File: src/hw/rtl/spq_pkg.sv
package spq_pkg;

  localparam int KEY_W = 16;
  localparam int TAG_W = 32;

  typedef enum logic [1:0] {
    OP_PUSH = 2'd0,
    OP_POP  = 2'd1,
    OP_PEEK = 2'd2,
    OP_DUMP = 2'd3
  } opcode_t;

  typedef struct packed {
    logic    exec;
    opcode_t op;
    logic    dump_sel;
    logic    rd_step;
  } spq_cmd_t;

  typedef struct packed {
    logic rd_last;
  } spq_sts_t;

endpackage

File: src/hw/rtl/spq_ctrl.sv
module spq_ctrl
  import spq_pkg::*;
(
  input  logic       clk,
  input  logic       rst_n,
  input  logic       in_valid,
  input  logic [1:0] in_opcode,
  input  logic       out_ready,
  input  spq_sts_t   sts,
  output logic       in_ready,
  output logic       out_valid,
  output logic       out_last,
  output spq_cmd_t   cmd
);

  typedef enum logic [1:0] {
    S_IDLE,
    S_RESP,
    S_DUMP
  } state_t;

  state_t state_r, state_nxt;
  logic   in_rdy_r;
  logic   out_vld_r;
  logic   in_acc;
  logic   out_acc;

  assign in_acc  = in_valid && in_rdy_r;
  assign out_acc = out_vld_r && out_ready;

  always_comb begin
    state_nxt = state_r;
    unique case (state_r)
      S_IDLE: begin
        if (in_acc) begin
          state_nxt = (opcode_t'(in_opcode) == OP_DUMP) ? S_DUMP : S_RESP;
        end
      end
      S_RESP: begin
        if (out_acc) begin
          state_nxt = S_IDLE;
        end
      end
      S_DUMP: begin
        if (out_acc && sts.rd_last) begin
          state_nxt = S_IDLE;
        end
      end
      default: state_nxt = S_IDLE;
    endcase
  end

  always_ff @(posedge clk) begin
    if (!rst_n) begin
      state_r   <= S_IDLE;
      in_rdy_r  <= 1'b1;
      out_vld_r <= 1'b0;
    end else begin
      state_r   <= state_nxt;
      in_rdy_r  <= (state_nxt == S_IDLE);
      out_vld_r <= (state_nxt != S_IDLE);
    end
  end

  assign in_ready     = in_rdy_r;
  assign out_valid    = out_vld_r;
  assign out_last     = (state_r == S_DUMP) ? sts.rd_last : 1'b1;
  assign cmd.exec     = in_acc;
  assign cmd.op       = opcode_t'(in_opcode);
  assign cmd.dump_sel = (state_r == S_DUMP);
  assign cmd.rd_step  = out_acc && (state_r == S_DUMP);

endmodule

File: config.mk
export PLATFORM = sky130hd
export DESIGN_NAME = spq_ctrl
export DESIGN_NICKNAME = d
export VERILOG_FILES = /design/src/hw/rtl/spq_pkg.sv /design/src/hw/rtl/spq_ctrl.sv
export SDC_FILE = /design/constraint.sdc
export NUM_CORES = 1
export LEC_CHECK = 0
export BUFFER_PORTS_ARGS = -buffer_cell sky130_fd_sc_hd__buf_2
export CAP_MARGIN = 10
export CELL_PAD_IN_SITES_DETAIL_PLACEMENT = 1
export CELL_PAD_IN_SITES_GLOBAL_PLACEMENT = 1
export CORE_AREA = 2 2 39 41
export CTS_BUF_LIST = sky130_fd_sc_hd__clkbuf_8
export DETAILED_ROUTE_END_ITERATION = 6
export DIE_AREA = 0 0 41 43
export PLACE_DENSITY = 0.62
export SETUP_SLACK_MARGIN = 0.05
export SLEW_MARGIN = 0
export SYNTH_ARGS = -nofsm -noshare
export SYNTH_HDL_FRONTEND = slang
export SYNTH_SLANG_ARGS = --single-unit
File: constraint.sdc
create_clock -name clk -period 1.2 [get_ports clk]
set_input_delay 0.18 -clock clk [delete_from_list [all_inputs] [get_ports clk]]
set_output_delay 0.18 -clock clk [all_outputs]
set_load 0.02 [all_outputs]
==> results.toml <==
[setup_path]
timing.rr.end = "out_valid"
critPathMaxFanout = 3
crit_type = "reg2out"
critPathLaunchType = "flip-flop"
crit_path_end = "cmd[0]"
cp.arrival_ps = 970
crit_required_ps = 1020
timing.rr.start = "state_r[0]"
cp-end-kind = "primary output"
crit_start = "state_r[1]"
worstRegToRegCells = 3
reg2reg_slack_ps = 110

[cts]
clock-root-buffer = "clkbuf_8"
clock_latency_ps = 210
cts_tree = "built"
ctsHoldBuffers = 0
htree_levels = 1
cts.sinks = 4
clockBufferDepth = 2
path_clk_slew_ps = 30
cts_buffers = 3

[placement]
io_buffers = 14
placed_cell_area_um2 = 292.8
place.gp.congestion = 0.6790
hpwl_um = 452
place_ws_ps = 135.4

[cells_and_area]
fin_nets = 52
diodes = 0
drive_gt1_share_pct = 62.79
final_area_um2 = 382.9
final_common_cell = "buf_2"
area_growth_pct = 71.91
fill_cells = 168
mostFrequentLayoutCells = "buf_2 (13), nand2_1 (3), clkbuf_8 (3), buf_4 (3)"

[timing]
setup_viol = 0
fmax_ghz = 0.8692
setup_slack_ps = 49.56
fin_crit_ps = 1150
tightest_slew_ps = 189.9
fin_crit_sh_pct = 95.87
hold_viol_final = 0
max_slew_margin_pct = 87.20
tns_ps = 0
fin_skew_ps = 0.4832
final_max_slew_viol_count = 0
rsz0062_at_grt = "yes"

[detailed_routing]
first_pass_iters = 3
drc_errors = 0
wl_per_cell_um = 10.37
vias = 240
drt.antenna.violating_nets = 0
viasPerCell = 4.068
wl_um = 612
drtIter0Drc = 1

[yosys]
synth_area_leaders = "dfxtp_1 (36%), buf_4 (10%), and3_1 (5.6%), nand2b_1 (5.6%), nand4_1 (5.6%)"
synth_seq_cells = 4
yosysTopAreaCell = "dfxtp_1"
netlist_area_um2 = 222.7
avgSynthCellArea_um2 = 8.566
synth_top_area_share_pct = 35.96
synth_fp_nets = 33
synth_cell_type_count = 16
synthCells = 26
ys.warnings.count = 0
ys_seq_area_share_pct = 35.96

[global_route]
grt_usage_pct = 8.451
grt_first_pass_wirelength_um = 959
overflow = 0
antenna_found_initial = 0
grt_max_degree = 6
grt_pass1_vias = 231

[outcome]
status = "complete, no violations"

[die]
io-pin-count = 15
fp.coreArea_um2 = 1384
start_util_pct = 16.09
rows = 14
die_w_um = 41
die_h_um = 43
die_area_um2 = 1763

[min_path]
hold_class = "in2reg"

[power]
power.density_nw_per_um2 = 1443
cellLeakagePower_nw = 0.1737
vdd_drop_max_mv = 0.6181

[run]
cap_violations = 0
[repair_timing]
action	4_1_cts	5_1_grt
setup buffers	3	0
pin swaps	1	1
endpoints found under the setup margin	3	2
resized for setup	7	1
[sequential cells by signal, summed over array words and instances (netlist names)]
signal     count
state_r        2
in_ready       1
out_valid      1
[power breakdown]
part	switching [W]	internal, W	total (W)
clock network	0.0000641	0.000213	0.000277
registers	0.0000119	0.000148	0.000160
logic	0.0000581	0.0000571	0.000115
total	0.000134	0.000419	0.000553
[layer usage]
layer	up-vias	share of wire, %	global-route usage, %
li1	125	-	-
met3	0	8.0	6.283
met5	-	0	0
met2	8	50	10.63
met1	107	42	10.36
met4	0	0	4.000
[final cells by class]
class                      count  area (µm²)  area share (%)
sequential                     4       85.08           22.22
tap                           16       20.02           5.229
clock buffer                   3       41.29           10.78
timing repair buffer          17       98.84           25.82
multi-input combinational     19       137.6           35.95
[worst min path at each step]
stage               start        to  cells past startpoint
floorplan           rst_n  in_ready                      1
global placement    rst_n  in_ready                      2
detailed placement  rst_n  in_ready                      2
CTS                 rst_n  in_ready                      2
global route        rst_n  in_ready                      2
finish              rst_n  in_ready                      2
[cells in the mapped netlist (all sizes together)]
cell type  instances
o21ai              1
nand3b             1
and4               1
nor3b              1
nand3              1
nand2b             2
buf                3
nor2b              1
or3                1
a21oi              1
nand2              3
mux2               1
and2               1
nand4              2
and3               2
dfxtp              4
[per-stage QoR]
| step | hold WS, ps | cells | utilization [%] | power [W] |
|---|---|---|---|---|
| after CTS | 180.7 | 59 | 27.31 | 0.0005591 |
| after global routing | 189.3 | 59 | 27.67 | 0.0005881 |
| after floorplan | 253.9 | 26 | - | 0.0002255 |
| after global placement | 401.9 | 53 | 21.16 | 0.0002543 |
| after detailed placement | 403.9 | 53 | 21.16 | 0.0002554 |
| final | 182.7 | 59 | 27.67 | 0.0005526 |
[worst max-delay path, stage by stage, from the launching register on]
cell and delay [ps]:
dfxtp_2 310, nor2b_4 150, and3_4 180, buf_6 110
[logic make-up after synthesis]
kind of cell | Yosys count | share of synthesized area, %
compound gates | 2 | 4.490
mux | 1 | 5.056
simple gates | 16 | 44.38
buf+inv | 3 | 10.11
flops | 4 | 35.96
No activity file was read; power rests on OpenSTA's default activity.
