File: src/hw/rtl/spq_pkg.sv
package spq_pkg;

  localparam int KEY_W = 16;
  localparam int TAG_W = 32;

  typedef enum logic [1:0] {
    OP_PUSH = 2'd0,
    OP_POP  = 2'd1,
    OP_PEEK = 2'd2,
    OP_DUMP = 2'd3
  } opcode_t;

  typedef struct packed {
    logic    exec;
    opcode_t op;
    logic    dump_sel;
    logic    rd_step;
  } spq_cmd_t;

  typedef struct packed {
    logic rd_last;
  } spq_sts_t;

endpackage

File: src/hw/rtl/spq_dpath.sv
module spq_dpath
  import spq_pkg::*;
#(
  parameter int CAPACITY = 32,
  parameter int KEY_BITS = 16
) (
  input  logic             clk,
  input  logic             rst_n,
  input  spq_cmd_t         cmd,
  input  logic [KEY_W-1:0] new_key,
  input  logic [TAG_W-1:0] new_tag,
  output spq_sts_t         sts,
  output logic [KEY_W-1:0] out_key,
  output logic [TAG_W-1:0] out_tag,
  output logic             is_empty,
  output logic             overflow
);

  localparam int SK = (KEY_BITS < KEY_W) ? KEY_BITS : KEY_W;
  localparam int CW = $clog2(CAPACITY + 1);
  localparam int IW = $clog2(CAPACITY);

  logic [SK-1:0]    key_r [CAPACITY];
  logic [TAG_W-1:0] tag_r [CAPACITY];
  logic [CW-1:0]    count_r, count_nxt;
  logic [IW-1:0]    rd_idx_r;
  logic             ovf_r;
  logic [SK-1:0]    key_in;
  logic [CAPACITY-1:0] ble;
  logic [CAPACITY-1:0] ahead;
  logic             full;
  logic             empty;
  logic             do_push;
  logic             do_pop;
  logic [IW-1:0]    sel_idx;

  assign key_in  = new_key[SK-1:0];
  assign full    = (count_r == CW'(CAPACITY));
  assign empty   = (count_r == '0);
  assign do_push = cmd.exec && (cmd.op == OP_PUSH) && !full;
  assign do_pop  = cmd.exec && (cmd.op == OP_POP) && !empty;

  // Each cell decides on its own whether it holds, takes the new entry or shifts.
  for (genvar g = 0; g < CAPACITY; g++) begin : g_cell
    logic [SK-1:0]    lo_key, hi_key, key_nxt;
    logic [TAG_W-1:0] lo_tag, hi_tag, tag_nxt;
    logic             prev_ahead;
    logic             valid;

    assign valid = (CW'(g) < count_r);

    if (g == 0) begin : g_head
      assign ble[g]     = valid && (key_in >= key_r[g]);
      assign lo_key     = key_in;
      assign lo_tag     = new_tag;
      assign prev_ahead = 1'b1;
    end else begin : g_body
      assign ble[g]     = valid && (key_r[g] < key_in);
      assign lo_key     = key_r[g-1];
      assign lo_tag     = tag_r[g-1];
      assign prev_ahead = ahead[g-1];
    end

    if (g == CAPACITY - 1) begin : g_tail
      assign hi_key = key_r[g];
      assign hi_tag = tag_r[g];
    end else begin : g_mid
      assign hi_key = key_r[g+1];
      assign hi_tag = tag_r[g+1];
    end

    assign ahead[g] = ble[g] && ble[0];

    always_comb begin
      key_nxt = key_r[g];
      tag_nxt = tag_r[g];
      if (do_push && !ahead[g]) begin
        if (prev_ahead) begin
          key_nxt = key_in;
          tag_nxt = new_tag;
        end else begin
          key_nxt = lo_key;
          tag_nxt = lo_tag;
        end
      end else if (do_pop) begin
        key_nxt = hi_key;
        tag_nxt = hi_tag;
      end
    end

    always_ff @(posedge clk) begin
      key_r[g] <= key_nxt;
      tag_r[g] <= tag_nxt;
    end
  end

  always_comb begin
    count_nxt = count_r;
    if (do_push) begin
      count_nxt = count_r + CW'(1);
    end else if (do_pop) begin
      count_nxt = count_r - CW'(1);
    end
  end

  always_ff @(posedge clk) begin
    if (!rst_n) begin
      count_r  <= '0;
      rd_idx_r <= '0;
      ovf_r    <= 1'b0;
    end else begin
      count_r <= count_nxt;
      if (cmd.exec) begin
        rd_idx_r <= '0;
        ovf_r    <= (cmd.op == OP_PUSH) && full;
      end else if (cmd.rd_step) begin
        rd_idx_r <= rd_idx_r + IW'(1);
      end
    end
  end

  assign sel_idx     = cmd.dump_sel ? rd_idx_r : '0;
  assign sts.rd_last = empty || ((CW'(rd_idx_r) + CW'(1)) == count_r);
  assign out_key     = empty ? '0 : KEY_W'(key_r[sel_idx]);
  assign out_tag     = empty ? '0 : tag_r[sel_idx];
  assign is_empty    = empty;
  assign overflow    = ovf_r;

endmodule

File: config.mk
export PLATFORM = sky130hd
export DESIGN_NAME = spq_dpath
export DESIGN_NICKNAME = d
export VERILOG_FILES = /design/src/hw/rtl/spq_pkg.sv /design/src/hw/rtl/spq_dpath.sv
export SDC_FILE = /design/constraint.sdc
export NUM_CORES = 2
export LEC_CHECK = 0
export ABC_AREA = 0
export BUFFER_PORTS_ARGS = -buffer_cell sky130_fd_sc_hd__buf_2
export CAP_MARGIN = 20
export CORE_ASPECT_RATIO = 0.75
export CORE_MARGIN = 5
export CORE_UTILIZATION = 40
export CTS_CLUSTER_DIAMETER = 100
export DETAILED_ROUTE_END_ITERATION = 10
export PLACE_DENSITY = 0.54
export SYNTH_ARGS = -nofsm -noshare
export SYNTH_HDL_FRONTEND = slang
export SYNTH_SLANG_ARGS = --single-unit
File: constraint.sdc
create_clock -name clk -period 9.9 [get_ports clk]
set_input_delay 1.98 -clock clk [delete_from_list [all_inputs] [get_ports clk]]
set_output_delay 1.98 -clock clk [all_outputs]
set_load 0.02 [all_outputs]
==> results.py <==
metrics = {
    "timing": {
        "worst_pin_slew_ps": 1405,
        "tns_ps": 0,
        "finalCritPeriodShare": 0.7716,
        "period_minus_slack_ps": 7639,
        "skew_ps": 63.96,
        "maxSlewHeadroom": 0.05603,
        "rsz0062_at_grt": "false",
        "finalMaxSlewViolations": 0,
        "hold_violations": 0,
        "max_freq_ghz": 0.1309,
        "setup-violations-final": 0,
    },
    "pwr": {
        "power.leakage_nw": 42.85,
        "total_power_w": 0.01797,
        "ir_drop_mv": 0.1228,
        "p_per_area_nw_per_um2": 157.8,
    },
    "clocking": {
        "cts.reportedPaths.clkPinSlew_ps": 60,
        "cts_hold_buf": 0,
        "clock_sinks": 1548,
        "htree_levels": 4,
        "cts_resized": 0,
        "post-cts-setup-buffers": 0,
        "clock_path_buffers": 4,
        "cts_tree": "built",
        "cts_root_buffer": "clkbuf_16",
        "clkLatencyLatePin_ps": 900,
        "numCtsBuffers": 186,
    },
    "detailed_routing": {
        "drc_errors": 0,
        "via_per_inst": 6.748,
        "ant_nets": 0,
        "routed_wl_um": 457500,
        "dr.pass1.iters": 6,
        "drt_iter0_markers": 13070,
        "wl_per_cell_um": 34.65,
        "vias": 89090,
    },
    "layout": {
        "fin_area_um2": 113900,
        "drive_above_1_share": 0.1124,
        "mostFrequentLayoutCells": "mux2i_1 (1801), edfxtp_1 (1536), a21oi_1 (1202), nand2_1 (830), o21ai_0 (766)",
        "final_cells": 13200,
        "nets": 10150,
        "mostFrequentLayoutCell": "mux2i_1",
        "post-route-util": 0.4392,
        "area_growth_pct": 9.421,
    },
    "synth": {
        "synth_fa_ha_area_frac": 0.05828,
        "synthCells": 10020,
        "synthDistinctLibCells": 73,
        "synth_compound_area_frac": 0.1630,
        "synth_edf_count": 1536,
        "synth_xor_area_frac": 0.001346,
        "muxShareOfSynthArea": 0.2136,
        "yosys.area_share.simple": 0.07871,
        "synth_area_per_cell_um2": 10.39,
        "synth_ff_type": "edfxtp_1",
        "ys_ff_latch": 1548,
        "synth_top_family_by_area": "multiplexers",
        "async_reset_ff_frac": 0,
        "synth_area_um2": 104100,
        "syn_nets": 10560,
        "synth-warning-count": 0,
        "seq_area_frac_synth": 0.4452,
    },
    "worst_setup_path": {
        "reg2reg_setup_slack_ps": 4190,
        "critPathMaxFanout": 35,
        "critPathLaunchType": "primary input",
        "r2r_end": "tag_r[31][14]$_DFFE_PP_",
        "cp_slowest_cell": "a21oi_1",
        "crit_type": "primary input to output port",
        "crit_chain": "buf_8, nand2_4, buf_4, mux2i_1, a221o_1, o311ai_0, o311ai_0, a21oi_1, buf_2",
        "crit_top_cell": "o311ai_0",
        "arrival_ps": 5660,
        "end_kind": "output port",
        "regToRegStartpoint": "key_r[0][13]$_DFFE_PP_",
        "r2r_cells": 12,
        "cp.required_ps": 7920,
        "max_stage_delay_ps": 990,
    },
    "placement": {
        "dpl.hpwl_um": 279400,
        "dpl_cell_area_um2": 108200,
        "place_congestion": 0.9587,
        "port-buffer-count": 105,
        "placed_cells": 12870,
    },
    "grt": {
        "grt_max_degree": 108,
        "grt_pass1_vias": 83850,
        "grt_pass1_wl_um": 638100,
        "antenna_found_initial": 20,
        "grt.overflow.total": 0,
        "grt_usage": 0.3239,
    },
    "floorplan": {
        "die_area_um2": 270700,
        "rows": 162,
        "top_level_ports": 106,
        "coreArea_um2": 259400,
        "die_w_um": 599.2,
        "initial_utilization": 0.4014,
        "die_h_um": 451.9,
    },
    "min_path": {
        "hold_depth": 2,
        "hold_start": "tag_r[9][5]$_DFFE_PP_",
        "hold_path.class": "flop to flop",
        "whs_endpoint": "tag_r[8][5]$_DFFE_PP_",
    },
    "run": {
        "drv_cap": 0,
    },
    "run_status": {
        "status": "completed",
    },
}
cell type report:
class | count | area (um2)
Fill cell | 24270 | 145500
Multi-Input combinational cell | 7476 | 54460
Sequential cell | 1548 | 46380
Clock buffer | 226 | 4868
Tap cell | 3444 | 4309
Timing Repair Buffer | 359 | 2878
Clock inverter | 102 | 873.3
Inverter | 42 | 162.7
Antenna cell | 6 | 15.01
logic make-up after synthesis:
kind of cell	Yosys count
xor+xnor	16
simple gates	1925
fa+ha+maj	485
compound gates	2879
mux	2171
buf+inv	996
flops	1548
metal layers:
| metal | global-route usage | vias to the layer above | part of all wire |
|---|---|---|---|
| met4 | 0.1302 | 8 | 0.048 |
| met1 | 0.4782 | 44400 | 0.43 |
| met2 | 0.4458 | 6309 | 0.39 |
| met5 | 0 | - | 0.00012 |
| li1 | - | 37450 | - |
| met3 | 0.08583 | 926 | 0.13 |
synthesized netlist by cell type (80+ instances only):
library cell     n  area, um2
ha_1           485       6068
clkbuf_1       652       2447
mux2_2         366       4121
a221o_1         97      970.9
nand2_1        854       3206
nand3_1         98      490.5
o22ai_1        143      894.6
a221oi_1       105      919.6
edfxtp_1      1536      46120
a21oi_1       1205       6031
mux2i_1       1801      18030
o311ai_0       192       1682
a31oi_1        110      688.2
o21ai_0        770       3854
buf_1           80      300.3
nor2_1         687       2579
buf_2          170      850.8
power by group:
group | switching, W | total (W) | leakage, nW | internal (W)
clock | 0.00303 | 0.00690 | 2.80 | 0.00387
sequential | 0.000361 | 0.00810 | 14.3 | 0.00774
combinational | 0.00207 | 0.00297 | 25.8 | 0.000898
through the flow:
stage	hold WS, ps	worst slack (ps)
floorplan	535.2	1550
global placement	554.9	2270
detailed placement	557.8	2263
CTS	571.5	2253
global route	599.1	2278
finish	578.7	2261
worst max-delay path, delay by kind of cell:
kind	cells	cell delay, ps
buf+inv	3	1070
simple gates	1	520
mux	1	170
compound gates	4	1860
worst max-delay path by stage:
stage | from | endpoint | depth (start not counted)
2_1_floorplan | new_key[0] | key_r[14][0]$_DFFE_PP_ | 14
3_3_place_gp | cmd[1] | out_key[13] | 9
3_5_place_dp | cmd[1] | out_key[13] | 9
4_1_cts | cmd[1] | out_key[13] | 9
5_1_grt | cmd[1] | out_key[13] | 9
6_report | cmd[1] | out_key[13] | 9
registers in the layout, indices dropped and copies added, names as in the netlist:
name,cells
count_r,6
key_r,512
overflow,1
rd_idx_r,5
tag_r,1024
No activity file was read; power rests on OpenSTA's default activity.
